File: config.mk
export PLATFORM = sky130hd
export DESIGN_NAME = message_header_deframer_top_flat
export DESIGN_NICKNAME = d
export VERILOG_FILES = /design/src/rtl/mhd_pkg.sv /design/src/rtl/mhd_if.sv /design/src/rtl/message_header_deframer_top.sv /design/src/flat_wrapper.sv
export VERILOG_INCLUDE_DIRS = /design/src /design/src/rtl
export SDC_FILE = /design/constraint.sdc
export NUM_CORES = 1
export LEC_CHECK = 0
export ABC_AREA = 1
export BUFFER_PORTS_ARGS = -buffer_cell sky130_fd_sc_hd__buf_2
export CAP_MARGIN = 40
export CORE_MARGIN = 2
export CORE_UTILIZATION = 59
export DETAILED_ROUTE_END_ITERATION = 6
export PLACE_DENSITY = 0.77
export RECOVER_POWER = 100
export SLEW_MARGIN = 25
export SYNTH_ARGS = -nofsm -noshare
export SYNTH_HDL_FRONTEND = slang
export SYNTH_SLANG_ARGS = --single-unit
File: constraint.sdc
create_clock -name clk -period 3.5 [get_ports clk]
set_input_delay 0.175 -clock clk [delete_from_list [all_inputs] [get_ports clk]]
set_output_delay 0.175 -clock clk [all_outputs]
set_load 0.1 [all_outputs]
File: src/rtl/assert_macros.svh
// Assertion macros shared by the deframer RTL.
// No dependencies; included by modules that carry concurrent assertions.
`ifndef ASSERT_MACROS_SVH
`define ASSERT_MACROS_SVH

// Clocked property, disabled while the active-low reset is asserted
`define MHD_ASSERT(lbl, clk, rst_n, prop, msg) \
	lbl: assert property (@(posedge clk) disable iff (!rst_n) prop) else $error(msg);

// Clocked property that also holds during reset
`define MHD_ASSERT_ALWAYS(lbl, clk, prop, msg) \
	lbl: assert property (@(posedge clk) prop) else $error(msg);

`endif

File: src/rtl/mhd_pkg.sv
// Types and constants for the message header deframer.
// No dependencies; used by the channel interfaces and the top level.
package mhd_pkg;

	// Field widths
	localparam int WORD_W    = 32;
	localparam int ID_W      = 4;
	localparam int KIND_W    = 4;
	localparam int SIZE_W    = 16;
	localparam int COUNT_W   = 5;
	localparam int CFG_IDX_W = 3;

	// Checksum words collected after a checksum header
	localparam int CHECK_WORDS = 4;
	localparam int CHK_IDX_W   = 2;
	localparam logic [CHK_IDX_W-1:0] CHK_LAST = CHK_IDX_W'(CHECK_WORDS - 1);

	// Header version that is accepted
	localparam logic [7:0] HDR_VERSION = 8'd1;

	// Reset value of the id count registers
	localparam logic [COUNT_W-1:0] COUNT_RST = 5'd16;

	// Message type codes (header bits 23:20)
	localparam logic [3:0] MT_RESET    = 4'd0;
	localparam logic [3:0] MT_CSUM_REQ = 4'd1;
	localparam logic [3:0] MT_CSUM     = 4'd2;
	localparam logic [3:0] MT_DEBUG    = 4'd7;
	localparam logic [3:0] MT_DATA     = 4'd9;
	localparam logic [3:0] MT_POLL     = 4'd10;
	localparam logic [3:0] MT_GPIO     = 4'd14;
	localparam logic [3:0] MT_ACK      = 4'd15;

	// Configuration register indexes
	localparam logic [CFG_IDX_W-1:0] REG_EXP0      = 3'd0;
	localparam logic [CFG_IDX_W-1:0] REG_EXP1      = 3'd1;
	localparam logic [CFG_IDX_W-1:0] REG_EXP2      = 3'd2;
	localparam logic [CFG_IDX_W-1:0] REG_EXP3      = 3'd3;
	localparam logic [CFG_IDX_W-1:0] REG_OUT_PORTS = 3'd4;
	localparam logic [CFG_IDX_W-1:0] REG_IN_PORTS  = 3'd5;
	localparam logic [CFG_IDX_W-1:0] REG_GPIO_CNT  = 3'd6;

	// Event kinds on the output channel
	typedef enum logic [KIND_W-1:0] {
		EV_RESET      = 4'd0,
		EV_CHECK_OK   = 4'd1,
		EV_CHECK_BAD  = 4'd2,
		EV_DEBUG_WORD = 4'd3,
		EV_DATA_WORD  = 4'd4,
		EV_POLL       = 4'd5,
		EV_GPIO       = 4'd6,
		EV_ACK        = 4'd7,
		EV_BAD_VER    = 4'd8,
		EV_BAD_TYPE   = 4'd9,
		EV_BAD_ID     = 4'd10
	} ev_kind_t;

	// Deframer phase
	typedef enum logic [1:0] {
		PH_HEADER = 2'd0,
		PH_CHECK  = 2'd1,
		PH_DEBUG  = 2'd2,
		PH_DATA   = 2'd3
	} phase_t;

endpackage

File: src/rtl/mhd_if.sv
// Valid/ready channel interfaces of the message header deframer.
// Depends on mhd_pkg for field widths.

// Incoming link words
interface mhd_in_if import mhd_pkg::*; ();
	logic              valid;
	logic              ready;
	logic [WORD_W-1:0] link_word;
	modport source (output valid, output link_word, input ready);
	modport sink   (input valid, input link_word, output ready);
endinterface

// Outgoing events
interface mhd_out_if import mhd_pkg::*; ();
	logic              valid;
	logic              ready;
	logic [KIND_W-1:0] event_kind;
	logic [ID_W-1:0]   target_id;
	logic [WORD_W-1:0] event_value;
	logic              last_word;
	modport source (output valid, output event_kind, output target_id,
		output event_value, output last_word, input ready);
	modport sink   (input valid, input event_kind, input target_id,
		input event_value, input last_word, output ready);
endinterface

// Configuration register writes
interface mhd_cfg_if import mhd_pkg::*; ();
	logic                 valid;
	logic                 ready;
	logic [CFG_IDX_W-1:0] index;
	logic [WORD_W-1:0]    data;
	modport source (output valid, output index, output data, input ready);
	modport sink   (input valid, input index, input data, output ready);
endinterface

File: src/rtl/message_header_deframer_top.sv
// Message header deframer: splits a stream of link words into events.
// Depends on mhd_pkg, the channel interfaces in mhd_if.sv and assert_macros.svh.
//
// Usage:
//   link   - valid/ready stream of 32-bit link words (headers and payload).
//   events - valid/ready stream of events: kind, target id, value, last flag.
//   cfg    - register writes (index, data); always ready. Write only while
//            the block is idle: no word held and no event pending.
// A word is taken into an input register, decoded against the phase state
// while it is held there, and its event (if any) lands in the output register.
// Throughput: one word per cycle while the event sink keeps ready high;
// the phase machine and all compares are combinational.
// Stall: while an event waits on events.ready it stays in the output register;
// one more word can still be taken into the input register, then link.ready drops.
// Reset (arst_n low): phase returns to header, check words clear to zero,
// the three id counts return to 16, and both registers empty.
`include "assert_macros.svh"

module message_header_deframer_top import mhd_pkg::*; (
	input  logic      clk,
	input  logic      arst_n,
	mhd_in_if.sink    link,
	mhd_out_if.source events,
	mhd_cfg_if.sink   cfg
);

	// Configuration registers
	logic [WORD_W-1:0]  exp_q [CHECK_WORDS];
	logic [COUNT_W-1:0] out_ports_q;
	logic [COUNT_W-1:0] in_ports_q;
	logic [COUNT_W-1:0] gpio_cnt_q;

	// Input stage
	logic              valid_s1;
	logic [WORD_W-1:0] word_s1;
	logic              adv;

	// Phase state
	phase_t               state_q, state_d;
	logic [SIZE_W-1:0]    words_left_q, words_left_d;
	logic [ID_W-1:0]      held_id_q, held_id_d;
	logic [CHK_IDX_W-1:0] chk_idx_q, chk_idx_d;
	logic                 all_match_q, all_match_d;

	// Event from the current word
	logic              emit;
	ev_kind_t          e_kind;
	logic [ID_W-1:0]   e_id;
	logic [WORD_W-1:0] e_value;
	logic              e_last;

	// Output register
	logic              out_valid_q;
	ev_kind_t          kind_q;
	logic [ID_W-1:0]   id_q;
	logic [WORD_W-1:0] value_q;
	logic              last_q;

	// Header fields of the held word
	logic [7:0]        hdr_ver;
	logic [3:0]        hdr_type;
	logic [ID_W-1:0]   hdr_id;
	logic [SIZE_W-1:0] hdr_size;

	assign hdr_ver  = word_s1[31:24];
	assign hdr_type = word_s1[23:20];
	assign hdr_id   = word_s1[19:16];
	assign hdr_size = word_s1[15:0];

	// Configuration writes
	assign cfg.ready = 1'b1;

	always_ff @(posedge clk or negedge arst_n) begin
		if (!arst_n) begin
			for (int i = 0; i < CHECK_WORDS; i++) begin
				exp_q[i] <= '0;
			end
			out_ports_q <= COUNT_RST;
			in_ports_q  <= COUNT_RST;
			gpio_cnt_q  <= COUNT_RST;
		end else if (cfg.valid) begin
			case (cfg.index)
				REG_EXP0, REG_EXP1, REG_EXP2, REG_EXP3: begin
					if (32'(cfg.index) < CHECK_WORDS) begin
						exp_q[cfg.index[CHK_IDX_W-1:0]] <= cfg.data;
					end
				end
				REG_OUT_PORTS: out_ports_q <= cfg.data[COUNT_W-1:0];
				REG_IN_PORTS:  in_ports_q  <= cfg.data[COUNT_W-1:0];
				REG_GPIO_CNT:  gpio_cnt_q  <= cfg.data[COUNT_W-1:0];
				default: ;
			endcase
		end
	end

	// Input register: the held word moves on when the output register has room
	assign adv        = valid_s1 && (!out_valid_q || events.ready);
	assign link.ready = !valid_s1 || adv;

	always_ff @(posedge clk or negedge arst_n) begin
		if (!arst_n) begin
			valid_s1 <= 1'b0;
		end else if (link.ready) begin
			valid_s1 <= link.valid;
		end
	end

	always_ff @(posedge clk) begin
		if (link.valid && link.ready) begin
			word_s1 <= link.link_word;
		end
	end

	// Phase state registers
	always_ff @(posedge clk or negedge arst_n) begin
		if (!arst_n) begin
			state_q      <= PH_HEADER;
			words_left_q <= '0;
			held_id_q    <= '0;
			chk_idx_q    <= '0;
			all_match_q  <= 1'b1;
		end else begin
			state_q      <= state_d;
			words_left_q <= words_left_d;
			held_id_q    <= held_id_d;
			chk_idx_q    <= chk_idx_d;
			all_match_q  <= all_match_d;
		end
	end

	// Next state and event for the held word
	always_comb begin
		logic do_decode;
		logic match_now;
		state_d      = state_q;
		words_left_d = words_left_q;
		held_id_d    = held_id_q;
		chk_idx_d    = chk_idx_q;
		all_match_d  = all_match_q;
		emit         = 1'b0;
		e_kind       = EV_RESET;
		e_id         = '0;
		e_value      = '0;
		e_last       = 1'b0;
		do_decode    = 1'b0;
		match_now    = all_match_q && (word_s1 == exp_q[chk_idx_q]);

		if (adv) begin
			case (state_q)
				PH_CHECK: begin
					all_match_d = match_now;
					if (chk_idx_q == CHK_LAST) begin
						state_d   = PH_HEADER;
						chk_idx_d = '0;
						emit      = 1'b1;
						e_kind    = match_now ? EV_CHECK_OK : EV_CHECK_BAD;
					end else begin
						chk_idx_d = chk_idx_q + 1'b1;
					end
				end
				PH_DEBUG, PH_DATA: begin
					if (words_left_q != '0) begin
						words_left_d = words_left_q - 1'b1;
						emit         = 1'b1;
						e_kind       = (state_q == PH_DEBUG) ? EV_DEBUG_WORD : EV_DATA_WORD;
						e_id         = held_id_q;
						e_value      = word_s1;
						e_last       = (words_left_q == SIZE_W'(1));
						if (e_last) begin
							state_d = PH_HEADER;
						end
					end else begin
						do_decode = 1'b1;
					end
				end
				default: do_decode = 1'b1;
			endcase
		end

		// Header decode
		if (do_decode) begin
			state_d = PH_HEADER;
			if (hdr_ver != HDR_VERSION) begin
				emit    = 1'b1;
				e_kind  = EV_BAD_VER;
				e_id    = hdr_id;
				e_value = {24'b0, hdr_ver};
			end else begin
				case (hdr_type)
					MT_RESET: begin
						emit   = 1'b1;
						e_kind = EV_RESET;
					end
					MT_CSUM_REQ: ;
					MT_CSUM: begin
						state_d     = PH_CHECK;
						chk_idx_d   = '0;
						all_match_d = 1'b1;
					end
					MT_DEBUG: begin
						if (hdr_size != '0) begin
							state_d      = PH_DEBUG;
							words_left_d = hdr_size;
							held_id_d    = hdr_id;
						end
					end
					MT_DATA: begin
						if (hdr_size != '0) begin
							if ({1'b0, hdr_id} >= out_ports_q) begin
								emit    = 1'b1;
								e_kind  = EV_BAD_ID;
								e_id    = hdr_id;
								e_value = {28'b0, hdr_type};
							end else begin
								state_d      = PH_DATA;
								words_left_d = hdr_size;
								held_id_d    = hdr_id;
							end
						end
					end
					MT_POLL, MT_ACK: begin
						emit = 1'b1;
						e_id = hdr_id;
						if ({1'b0, hdr_id} >= in_ports_q) begin
							e_kind  = EV_BAD_ID;
							e_value = {28'b0, hdr_type};
						end else if (hdr_type == MT_POLL) begin
							e_kind = EV_POLL;
						end else begin
							e_kind  = EV_ACK;
							e_value = {16'b0, hdr_size};
						end
					end
					MT_GPIO: begin
						emit = 1'b1;
						e_id = hdr_id;
						if ({1'b0, hdr_id} >= gpio_cnt_q) begin
							e_kind  = EV_BAD_ID;
							e_value = {28'b0, hdr_type};
						end else begin
							e_kind  = EV_GPIO;
							e_value = {16'b0, hdr_size};
						end
					end
					default: begin
						emit    = 1'b1;
						e_kind  = EV_BAD_TYPE;
						e_id    = hdr_id;
						e_value = {28'b0, hdr_type};
					end
				endcase
			end
		end
	end

	// Output register
	always_ff @(posedge clk or negedge arst_n) begin
		if (!arst_n) begin
			out_valid_q <= 1'b0;
		end else if (adv) begin
			out_valid_q <= emit;
		end else if (events.ready) begin
			out_valid_q <= 1'b0;
		end
	end

	always_ff @(posedge clk) begin
		if (adv && emit) begin
			kind_q  <= e_kind;
			id_q    <= e_id;
			value_q <= e_value;
			last_q  <= e_last;
		end
	end

	assign events.valid       = out_valid_q;
	assign events.event_kind  = kind_q;
	assign events.target_id   = id_q;
	assign events.event_value = value_q;
	assign events.last_word   = last_q;

	// Checks
	`MHD_ASSERT(a_payload_has_words, clk, arst_n, (state_q == PH_DEBUG || state_q == PH_DATA) |-> (words_left_q != '0), "payload phase with no words left")
	`MHD_ASSERT(a_chk_idx_idle, clk, arst_n, (state_q != PH_CHECK) |-> (chk_idx_q == '0), "check index not cleared outside checksum phase")
	`MHD_ASSERT(a_last_on_payload, clk, arst_n, (out_valid_q && last_q) |-> (kind_q == EV_DEBUG_WORD || kind_q == EV_DATA_WORD), "last flag on a non-payload event")
	`MHD_ASSERT(a_held_word_waits, clk, arst_n, (valid_s1 && !adv) |=> (valid_s1 && $stable(word_s1)), "held word lost while output stalled")

endmodule
File: src/flat_wrapper.sv
// flat-port wrapper written by rule: the top's interface ports become plain ports
module message_header_deframer_top_flat import mhd_pkg::*;
  (clk, arst_n, link_valid, link_link_word, link_ready, events_valid, events_event_kind, events_target_id, events_event_value, events_last_word, events_ready, cfg_valid, cfg_index, cfg_data, cfg_ready);
  mhd_in_if link_i ();
  mhd_out_if events_i ();
  mhd_cfg_if cfg_i ();
  input  logic clk;
  input  logic arst_n;
  input wire logic [$bits(link_i.valid)-1:0] link_valid;
  input wire logic [$bits(link_i.link_word)-1:0] link_link_word;
  output wire logic [$bits(link_i.ready)-1:0] link_ready;
  output wire logic [$bits(events_i.valid)-1:0] events_valid;
  output wire logic [$bits(events_i.event_kind)-1:0] events_event_kind;
  output wire logic [$bits(events_i.target_id)-1:0] events_target_id;
  output wire logic [$bits(events_i.event_value)-1:0] events_event_value;
  output wire logic [$bits(events_i.last_word)-1:0] events_last_word;
  input wire logic [$bits(events_i.ready)-1:0] events_ready;
  input wire logic [$bits(cfg_i.valid)-1:0] cfg_valid;
  input wire logic [$bits(cfg_i.index)-1:0] cfg_index;
  input wire logic [$bits(cfg_i.data)-1:0] cfg_data;
  output wire logic [$bits(cfg_i.ready)-1:0] cfg_ready;
  assign link_i.valid = link_valid;
  assign link_i.link_word = link_link_word;
  assign link_ready = link_i.ready;
  assign events_valid = events_i.valid;
  assign events_event_kind = events_i.event_kind;
  assign events_target_id = events_i.target_id;
  assign events_event_value = events_i.event_value;
  assign events_last_word = events_i.last_word;
  assign events_i.ready = events_ready;
  assign cfg_i.valid = cfg_valid;
  assign cfg_i.index = cfg_index;
  assign cfg_i.data = cfg_data;
  assign cfg_ready = cfg_i.ready;
  message_header_deframer_top u_core (.clk(clk), .arst_n(arst_n), .link(link_i), .events(events_i), .cfg(cfg_i));
endmodule
======== After elaboration in Yosys (flattened, before gate mapping) ========
Cells that the tools add are included.
storage, ports and cells
  register bits ........................... 243
  bits in latches ......................... 0
  memory bits (writable) .................. 0
  bits in read-only memories .............. 0
  input bits .............................. 72
  logic and storage cells ................. 174
  memories kept ........................... 0
operators by class
  add/subtract/negate cells ............... 2
  multipliers ............................. 0
  divide/modulo/power cells ............... 0
  $lt $le $gt $ge ......................... 7
  equality and inequality tests ........... 26
  shift operators ......................... 0
  mux-type cells .......................... 88
  bitwise logic cells ..................... 3
  reductions and logical operators ........ 29
operators with widths
  kind                     number
  $mux W32                 12
  $mux W16                 9
  $bwmux W128              1
  $pmux W32 S4             1
  $mux W4                  19
  $bmux W32 S2             1
  $demux W32 S2            1
  $mux W2                  17
  $eq A32 B32 Y1           1
  $pmux W16 S2             1
  $reduce_bool A16 Y1      2
  $pmux W4 S2              3
  $pmux W4 S5              1
  $eq A16 B1 Y1 const B    1
  $eq A4 B4 Y1 const B     4
  $mux W1                  16
  $sub A16 B1 Y16 const B  1
  $ge A4 B5 Y1             3
  $eq A3 B3 Y1 const B     3
  $ne A3 B1 Y1 const B     3
  $ne A8 B1 Y1 const B     1
  $reduce_or A4 Y1         2
  $eq A2 B2 Y1 const B     3
  $eq A3 B2 Y1 const B     2
  other kinds (30)         47

======== Depth between registers and ports, before layout ========
Gate-level depths: netlist of the first run.
  word-level depth ........................ 15
  mapped depth ............................ 17

======== Least setup slack after synthesis of the first run ========
Ideal clock, no wire load.
  kind .................................... register to register
  from .................................... register u_core.out_valid_q (netlist: u_core.events.valid)
  to ...................................... register u_core.kind_q[0] (netlist: u_core.events.event_kind[0]), enable pin
  data arrival time ....................... 2.677 ns
  required time ........................... 3.104 ns
  path slack .............................. 0.427 ns
  cell stages (with the launch flop) ...... 11
  clock period less this slack ............ 3.073 ns
  cell sequence ........................... dfrtp_1 nand2_1 nand2_1 inv_1 nand3_4 nor2_1 o311ai_0 nand2_1 nand2_1 nand2_1 inv_1
between the ends
  cells in the longest elaborated chain, start to end .. 10
  elaborated cells between the ends (all ways) .. 11
ends and longest elaborated chain
  what                     line                                RTL
  from (decl)              message_header_deframer_top.sv:53   logic out_valid_q;
  from (signal assigned)   message_header_deframer_top.sv:261  out_valid_q <= emit;
  $logic_not A1 Y1 (*)     message_header_deframer_top.sv:97   assign adv = valid_s1 && (!out_valid_q || events.ready);
  $logic_or A1 B1 Y1 (*)   message_header_deframer_top.sv:97
  $logic_and A1 B1 Y1 (*)  message_header_deframer_top.sv:97
  $mux W1                  message_header_deframer_top.sv:148  if (adv) begin
  $mux W1                  message_header_deframer_top.sv:209  if ({1'b0, hdr_id} >= out_ports_q) begin
  $mux W1                  message_header_deframer_top.sv:208  if (hdr_size != '0) begin
  $pmux W1 S2              message_header_deframer_top.sv:189  case (hdr_type)
  $mux W1                  message_header_deframer_top.sv:183  if (hdr_ver != HDR_VERSION) begin
  $mux W1                  message_header_deframer_top.sv:181  if (do_decode) begin
  $logic_and A1 B1 Y1 (*)  message_header_deframer_top.sv:268  if (adv && emit) begin
  to (signal assigned)     message_header_deframer_top.sv:269  kind_q <= e_kind;
  to (decl)                message_header_deframer_top.sv:54   ev_kind_t kind_q;
Every way passes the cells marked *; elsewhere a longest branch is shown, timed or not.
A chain may end at the register's enable or synchronous reset.

======== Worst setup path in the final report of the first run ========
  from .................................... register u_core.words_left_q[0]
  to ...................................... register u_core.held_id_q[0]
between the ends
  cells in the longest elaborated chain, start to end .. 5
ends and longest elaborated chain
  what                                line                                RTL
  from (decl)                         message_header_deframer_top.sv:40   logic [SIZE_W-1:0] words_left_q, words_left_d;
  from (signal assigned)              message_header_deframer_top.sv:124  words_left_q <= words_left_d;
  $reduce_bool A16 Y1                 message_header_deframer_top.sv:162  if (words_left_q != '0) begin
  $mux W1                             message_header_deframer_top.sv:162
  $pmux W1 S2                         message_header_deframer_top.sv:149  case (state_q)
  $mux W1                             message_header_deframer_top.sv:148
  $reduce_and A6 Y1 (no source line)  -
  to (signal assigned)                message_header_deframer_top.sv:125  held_id_q <= held_id_d;
  to (decl)                           message_header_deframer_top.sv:41   logic [ID_W-1:0] held_id_q, held_id_d;
No other way between the ends.

==> impl_metrics.ini, run 1 <==
[pwr]
ir_worst_vdd_mv = 0.484
power_w = 0.00770
power_leakage_nw = 6.48
pwr_density_cell_nw_per_um2 = 562

[yosys]
synth_area_leaders = dfrtp_1 (36%), edfxtp_1 (19%), nand2_1 (15%)
ys_warn_count = 0
synthMuxAreaShare = 0
synth_xor_area_frac = 0.0160
synth_adder_area_share = 0.0163
synth_top_family_by_area = simple AND/OR/NAND/NOR gates
synthArstFlopShare = 0.700
syn-num-nets = 1437
synth_edf_count = 73
syn_avg_cell_area_um2 = 8.54
ys_types = 45
synth-simple-area-share = 0.253
synth_top_area_share = 0.360
syn_area_um2 = 11500
synth_compound_area_frac = 0.0945
yosysSeqAreaShare = 0.560
ys_ff_latch = 243
syn-instance-count = 1350
synthFlopType = dfrtp_1
yosysTopAreaCell = dfrtp_1

[job]
drv_cap = 3

[worst_setup_path]
worstSetupPathType = flop to flop
worstPathArrival_ns = 3.29
crit_chain = inv_1 > ha_1 > nand2_2 > nor2_1 > nand2_2 > nand2_1 > nand3_4 > nor2_8 > o21ai_0 > nor2_4 > inv_1 > nand2_1 > o21ai_0
cpPeakStageDelay_ns = 0.39
cp_slowest_cell = dfrtp_1
timing.rr.end = u_core.held_id_q[0]
r2r-start = u_core.words_left_q[0]
reg2reg_depth = 13
worstPathMaxFanout = 16
path_buf_inv = 2
worstPathRequired_ns = 3.88
cp.depth = 13
startpoint_type = flop
crit_family = simple AND/OR/NAND/NOR gates
r2r_slack_ns = 0.59
cp-end-kind = flop

[clock_tree]
cts_buffers = 26
hold_buffers = 63
cts_tree = done
post_cts.repair.setup_buffers = 0
clkLatencyLatePin_ns = 0.53
cts_sinks = 243
clk_pin_slew_ns = 0.06
clk_path_buf_depth = 3
h-tree-depth = 1
cts_resized = 0
cts-root-buf = clkbuf_16

[floorplanning]
core_area_um2 = 19300
die_y_um = 144
initial_core_util = 0.596
die_area_um2 = 20700
dieWidth_um = 144
row_count = 51
io_pins = 116

[outcome]
violations = max-capacitance violations, max-slew violations
status = complete, but fails checks

[global_route]
grt_max_degree = 73
antenna_found_initial = 0
grt-ovfl-total = 0
grt_first_pass_wirelength_um = 50500
grt_pass1_vias = 9503
grt_usage = 0.316

[timing]
period_minus_slack_ns = 2.91
slew_headroom = -0.796
clock_skew_ns = 0.0103
hold_viol_final = 0
slew_violations = 152
post-route-period-util = 0.831
setup_tns_ns = 0
tightest_slew_ns = 2.69
max_freq_mhz = 344
rsz0062_at_grt = no
setup_viol = 0

[placement]
dp_hpwl_um = 21100
gp_congestion = 0.962
numPortBuffers = 114

[layout]
nets = 1605
layout-drive-gt1-share = 0.0806
multi_input_area_um2 = 4350
seqCellArea_um2 = 6450
syn_to_final_growth_pct = 18.9
fill_cells = 1548
n_antenna_cell = 0

[routing]
drc = 0
num_vias = 10063
via_per_inst = 5.58
drt-initial-drc-count = 944
antenna_left = 0
drt-total-wl_um = 31600
dr.pass1.iters = 6
avgRoutedWirePerCell_um = 17.5

[worst_hold_path]
hold_class = input pin to flop
min_to = u_core.gpio_cnt_q[1]
whs_path_depth = 3
holdCritStartpoint = cfg_data[1]
## cell usage after synthesis (4+ instances only)
| master | n |
|---|---|
| nand2_1 | 462 |
| dfrtp_1 | 166 |
| o21ai_0 | 160 |
| inv_1 | 120 |
| nand3_1 | 112 |
| edfxtp_1 | 73 |
| nor2_1 | 71 |
| clkbuf_1 | 31 |
| buf_2 | 19 |
| xor2_1 | 16 |
| ha_1 | 15 |
| nand4_1 | 12 |
| nor3_1 | 11 |
| o22ai_1 | 11 |
| a21oi_1 | 6 |
| o21ai_1 | 6 |
| nor4_1 | 5 |
| o21ai_2 | 5 |
| xnor2_1 | 5 |
| dfstp_2 | 4 |
| nor2_2 | 4 |
| o31ai_1 | 4 |
## worst register-to-register path, delay by kind of cell (launching register included)
family                   cells  cell delay [ns]
buffers and inverters        2             0.43
AO/OA/AOI/OAI                2             0.36
adder cells (fa/ha/maj)      1             0.21
AND/OR/NAND/NOR              8             1.38
flip-flops                   1             0.39
## report_power, final
part	total [W]	internal, W	leakage (nW)	switching (W)
Combinational	0.00147	0.000424	3.24	0.00105
Sequential	0.00358	0.00334	2.84	0.000236
Clock	0.00265	0.00155	0.408	0.00110
Total	0.00770	0.00532	6.48	0.00238
## state kept, by name, summed over array words and instances, names as in the netlist
signal	count
u_core.events.event_value	32
u_core.in_ports_q	5
u_core.events.valid	1
u_core.chk_idx_q	2
u_core.words_left_q	16
u_core.all_match_q	1
u_core.exp_q	128
u_core.valid_s1	1
u_core.events.target_id	4
u_core.held_id_q	4
u_core.events.last_word	1
u_core.word_s1	32
u_core.gpio_cnt_q	5
u_core.out_ports_q	5
u_core.events.event_kind	4
u_core.state_q	2
## metrics by stage
stage / setup slack (ns) / cells / instance area, µm² / utilization / hold slack [ns]
2_1_floorplan: 0.427 / 1350 / 11500 / - / -0.121
3_3_place_gp: 0.892 / 1688 / 12300 / 0.638 / 0.315
3_5_place_dp: 0.798 / 1692 / 12400 / 0.643 / 0.0311
4_1_cts: 0.777 / 1803 / 13900 / 0.718 / 0.0415
5_1_grt: 0.326 / 1803 / 13700 / 0.709 / 0.0641
6_report: 0.593 / 1803 / 13700 / 0.709 / 0.0529
## cell usage in the layout (no fill, tap or decap), types with 2 or more instances in the layout
| cell | count |
|---|---|
| a21oi_1 | 6 |
| buf_12 | 3 |
| buf_2 | 59 |
| buf_4 | 6 |
| bufinv_16 | 2 |
| clkbuf_1 | 65 |
| clkbuf_16 | 27 |
| clkinv_1 | 8 |
| clkinv_2 | 6 |
| clkinv_4 | 2 |
| dfrtp_1 | 166 |
| dfstp_1 | 3 |
| dlygate4sd3_1 | 63 |
| edfxtp_1 | 73 |
| ha_1 | 15 |
| inv_1 | 120 |
| inv_2 | 2 |
| nand2_1 | 464 |
| nand2_2 | 2 |
| nand3_1 | 111 |
| nand3_2 | 2 |
| nand4_1 | 12 |
| nor2_1 | 73 |
| nor2_2 | 3 |
| nor2_4 | 2 |
| nor3_1 | 11 |
| nor4_1 | 5 |
| nor4_2 | 2 |
| o211ai_1 | 3 |
| o21ai_0 | 170 |
| o22ai_1 | 11 |
| o31ai_1 | 4 |
| xnor2_1 | 5 |
| xor2_1 | 16 |
## cell families after synthesis
group,count (synthesis)
and+or+nand+nor,691
AOI/OAI and AO/OA,203
adders and majority gates,15
xor gates and xnor gates,21
buffers and inverters,176
DFF,243
other,1
## area by class of cell
| class | count | area share |
|---|---|---|
| inverters | 123 | 0.0337 |
| clock inverters | 17 | 0.00977 |
| well taps | 265 | 0.0242 |
| repair buffers | 193 | 0.0940 |
| flip-flops and latches | 243 | 0.471 |
| clock buffers | 31 | 0.0504 |
| multi-input cells | 931 | 0.317 |
## layer usage
layer,track usage,part of all wire,vias to the layer above
li1,-,-,4748
met3,0.0483,0.076,114
met4,0.126,0.046,0
met2,0.512,0.47,499
met5,0,0,-
met1,0.431,0.41,4702
## worst max path at each step
stage / slack [ns] / from / to
final: 0.59 / u_core.words_left_q[0] / u_core.held_id_q[0]
after global routing: 0.33 / arst_n / u_core.exp_q[123]
after CTS: 0.78 / u_core.word_s1[19] / u_core.events.event_value[27]
after detailed placement: 0.80 / u_core.word_s1[19] / u_core.events.event_value[29]
after global placement: 0.89 / u_core.word_s1[19] / u_core.events.event_value[29]
after floorplan: 0.43 / u_core.events.valid / u_core.events.event_kind[0]
Note: power is estimated with default switching activity, not from simulation.
==> run 2: changes to the inputs <==
--- a/config.mk
+++ b/config.mk
@@ -10,9 +10,9 @@
 export BUFFER_PORTS_ARGS = -buffer_cell sky130_fd_sc_hd__buf_2
 export CAP_MARGIN = 40
 export CORE_MARGIN = 2
-export CORE_UTILIZATION = 59
+export CORE_UTILIZATION = 54
 export DETAILED_ROUTE_END_ITERATION = 6
-export PLACE_DENSITY = 0.77
+export PLACE_DENSITY = 0.74
 export RECOVER_POWER = 100
 export SLEW_MARGIN = 25
 export SYNTH_ARGS = -nofsm -noshare
==> constraint.sdc (replaced) <==
create_clock -name clk -period 2.35 [get_ports clk]
set_input_delay 0.1175 -clock clk [delete_from_list [all_inputs] [get_ports clk]]
set_output_delay 0.1175 -clock clk [all_outputs]
set_load 0.1 [all_outputs]
==> impl_metrics.ini, run 2 (synthesized netlist as in run 1, its figures left out) <==
[pwr]
switching_power_w = 0.00368
combinationalPowerShare = 0.203
p_sw_frac = 0.313
intPower_w = 0.00808
power_w = 0.0118
p_clk_frac = 0.345
power_leakage_nw = 6.84
ir_worst_vdd_mv = 0.546
pwr_density_cell_nw_per_um2 = 812
seqPwrFrac = 0.452

[worst_setup_path]
crit_chain = buf_4 > ha_1 > a21oi_1 > o21a_1 > nand3b_1 > o22ai_2 > nand3_1 > nand2_1 > nand2_4 > nor2_1
worstPathRequired_ns = 2.73
worstSetupPathType = flop to flop
path_buf_inv = 1
startpoint_type = flop
cp_slowest_cell = edfxtp_1
worstPathArrival_ns = 2.70
cp-end-kind = flop
worstPathMaxFanout = 8
cpPeakStageDelay_ns = 0.47
crit_family = simple AND/OR/NAND/NOR gates

[global_route]
grt_pass1_vias = 9784
antenna_found_initial = 0
grt_first_pass_wirelength_um = 50700
grt_usage = 0.289
grt-ovfl-total = 0
grt_max_degree = 65

[placement]
numPortBuffers = 114
gp_congestion = 0.948
dp_hpwl_um = 21500

[routing]
via_per_inst = 5.53
avgRoutedWirePerCell_um = 17.7
drc = 0
antenna_left = 0
drt-total-wl_um = 33000
num_vias = 10295
drt-initial-drc-count = 897
dr.pass1.iters = 5

[clock_tree]
cts_buffers = 26
h-tree-depth = 1
cts_tree = done
cts-root-buf = clkbuf_16
clk_pin_slew_ns = 0.06
clkLatencyLatePin_ns = 0.53
clk_path_buf_depth = 3
cts_sinks = 243

[timing]
post-route-period-util = 0.987
max_freq_mhz = 431
clock_skew_ns = 0.0193
slew_violations = 38
period_minus_slack_ns = 2.32
slew_headroom = -0.157
hold_viol_final = 0
tightest_slew_ns = 1.73
setup_viol = 0
rsz0062_at_grt = yes

[job]
drv_cap = 1

[floorplanning]
io_pins = 116
core_area_um2 = 21000
die_y_um = 150
row_count = 53
initial_core_util = 0.550
dieWidth_um = 150
die_area_um2 = 22500

[layout]
largest_reg_flops = 128
nets = 1654
top_register = u_core.exp_q
final_util = 0.692
final_common_cell = nand2_1
syn_to_final_growth_pct = 25.8
layout-drive-gt1-share = 0.154
n_antenna_cell = 0
mostFrequentLayoutCells = nand2_1 (448), dfrtp_1 (164), o21ai_0 (157)

[outcome]
violations = max-capacitance violations, max-slew violations
status = complete, but fails checks

[worst_hold_path]
hold_class = input pin to flop
==> run 2: worst min-delay path: stages <==
cell	delay (ns)
buf_2	0.07
inv_1	0.13
o21ai_0	0.19
==> run 2: routing by layer <==
metal,share of wire,vias to the layer above,routed length (µm),global-route usage
met4,0.034,0,1120,0.118
li1,-,4852,-,-
met2,0.48,455,15800,0.465
met5,0,-,0,0
met1,0.41,4898,13600,0.389
met3,0.076,90,2500,0.0503
==> run 2: per-stage QoR <==
| step | setup WS, ns | setup TNS, ns | cell area [µm²] | cells | hold WS (ns) |
|---|---|---|---|---|---|
| 2_1_floorplan | -0.100 | -4.10 | 11600 | 1350 | -0.178 |
| 3_3_place_gp | 0.148 | 0 | 12700 | 1737 | 0.0384 |
| 3_5_place_dp | 0.0649 | 0 | 12700 | 1737 | 0.0386 |
| 4_1_cts | 0.0395 | 0 | 14300 | 1852 | 0.00627 |
| 5_1_grt | -0.0804 | -2.67 | 14500 | 1862 | 0.00620 |
| 6_report | 0.0300 | 0 | 14500 | 1862 | 0.0156 |
==> run 2: final cells by class <==
type | instances | area (µm²)
multi-input cells | 931 | 4590
flip-flops and latches | 243 | 6460
inverters | 123 | 469
well taps | 275 | 344
fillers | 1692 | 6460
repair buffers | 242 | 1770
clock inverters | 13 | 109
clock buffers | 35 | 747
==> run 2: power by group through the flow <==
stage / combinational, W / clock [W] / sequential (W)
CTS: 0.00229 / 0.00408 / 0.00530
finish: 0.00239 / 0.00406 / 0.00532
global placement: 0.00213 / 0 / 0.00535
global route: 0.00263 / 0.00429 / 0.00537
detailed placement: 0.00218 / 0 / 0.00537
floorplan: 0.00108 / 0 / 0.00577
==> run 2: worst paths after layout <==
path,start,endpoint,slack (ns),cells after the start
max,u_core.word_s1[18],u_core.events.event_value[15],0.03,10
min,cfg_data[2],u_core.in_ports_q[2],0.02,3
max reg2reg,u_core.word_s1[18],u_core.events.event_value[15],0.03,10
min reg2reg,u_core.exp_q[106],u_core.exp_q[106],0.49,2
max in group asynchronous,arst_n,u_core.exp_q[46],0.33,3
min in group asynchronous,arst_n,u_core.words_left_q[12],0.72,2
==> run 2: what timing repair did <==
action | in CTS | in global routing
endpoints found under the setup margin | 0 | 61
gates resized for setup | 0 | 40
hold buffers | 67 | 0
setup buffers | 0 | 6
hold endpoints to repair | 322 | 0
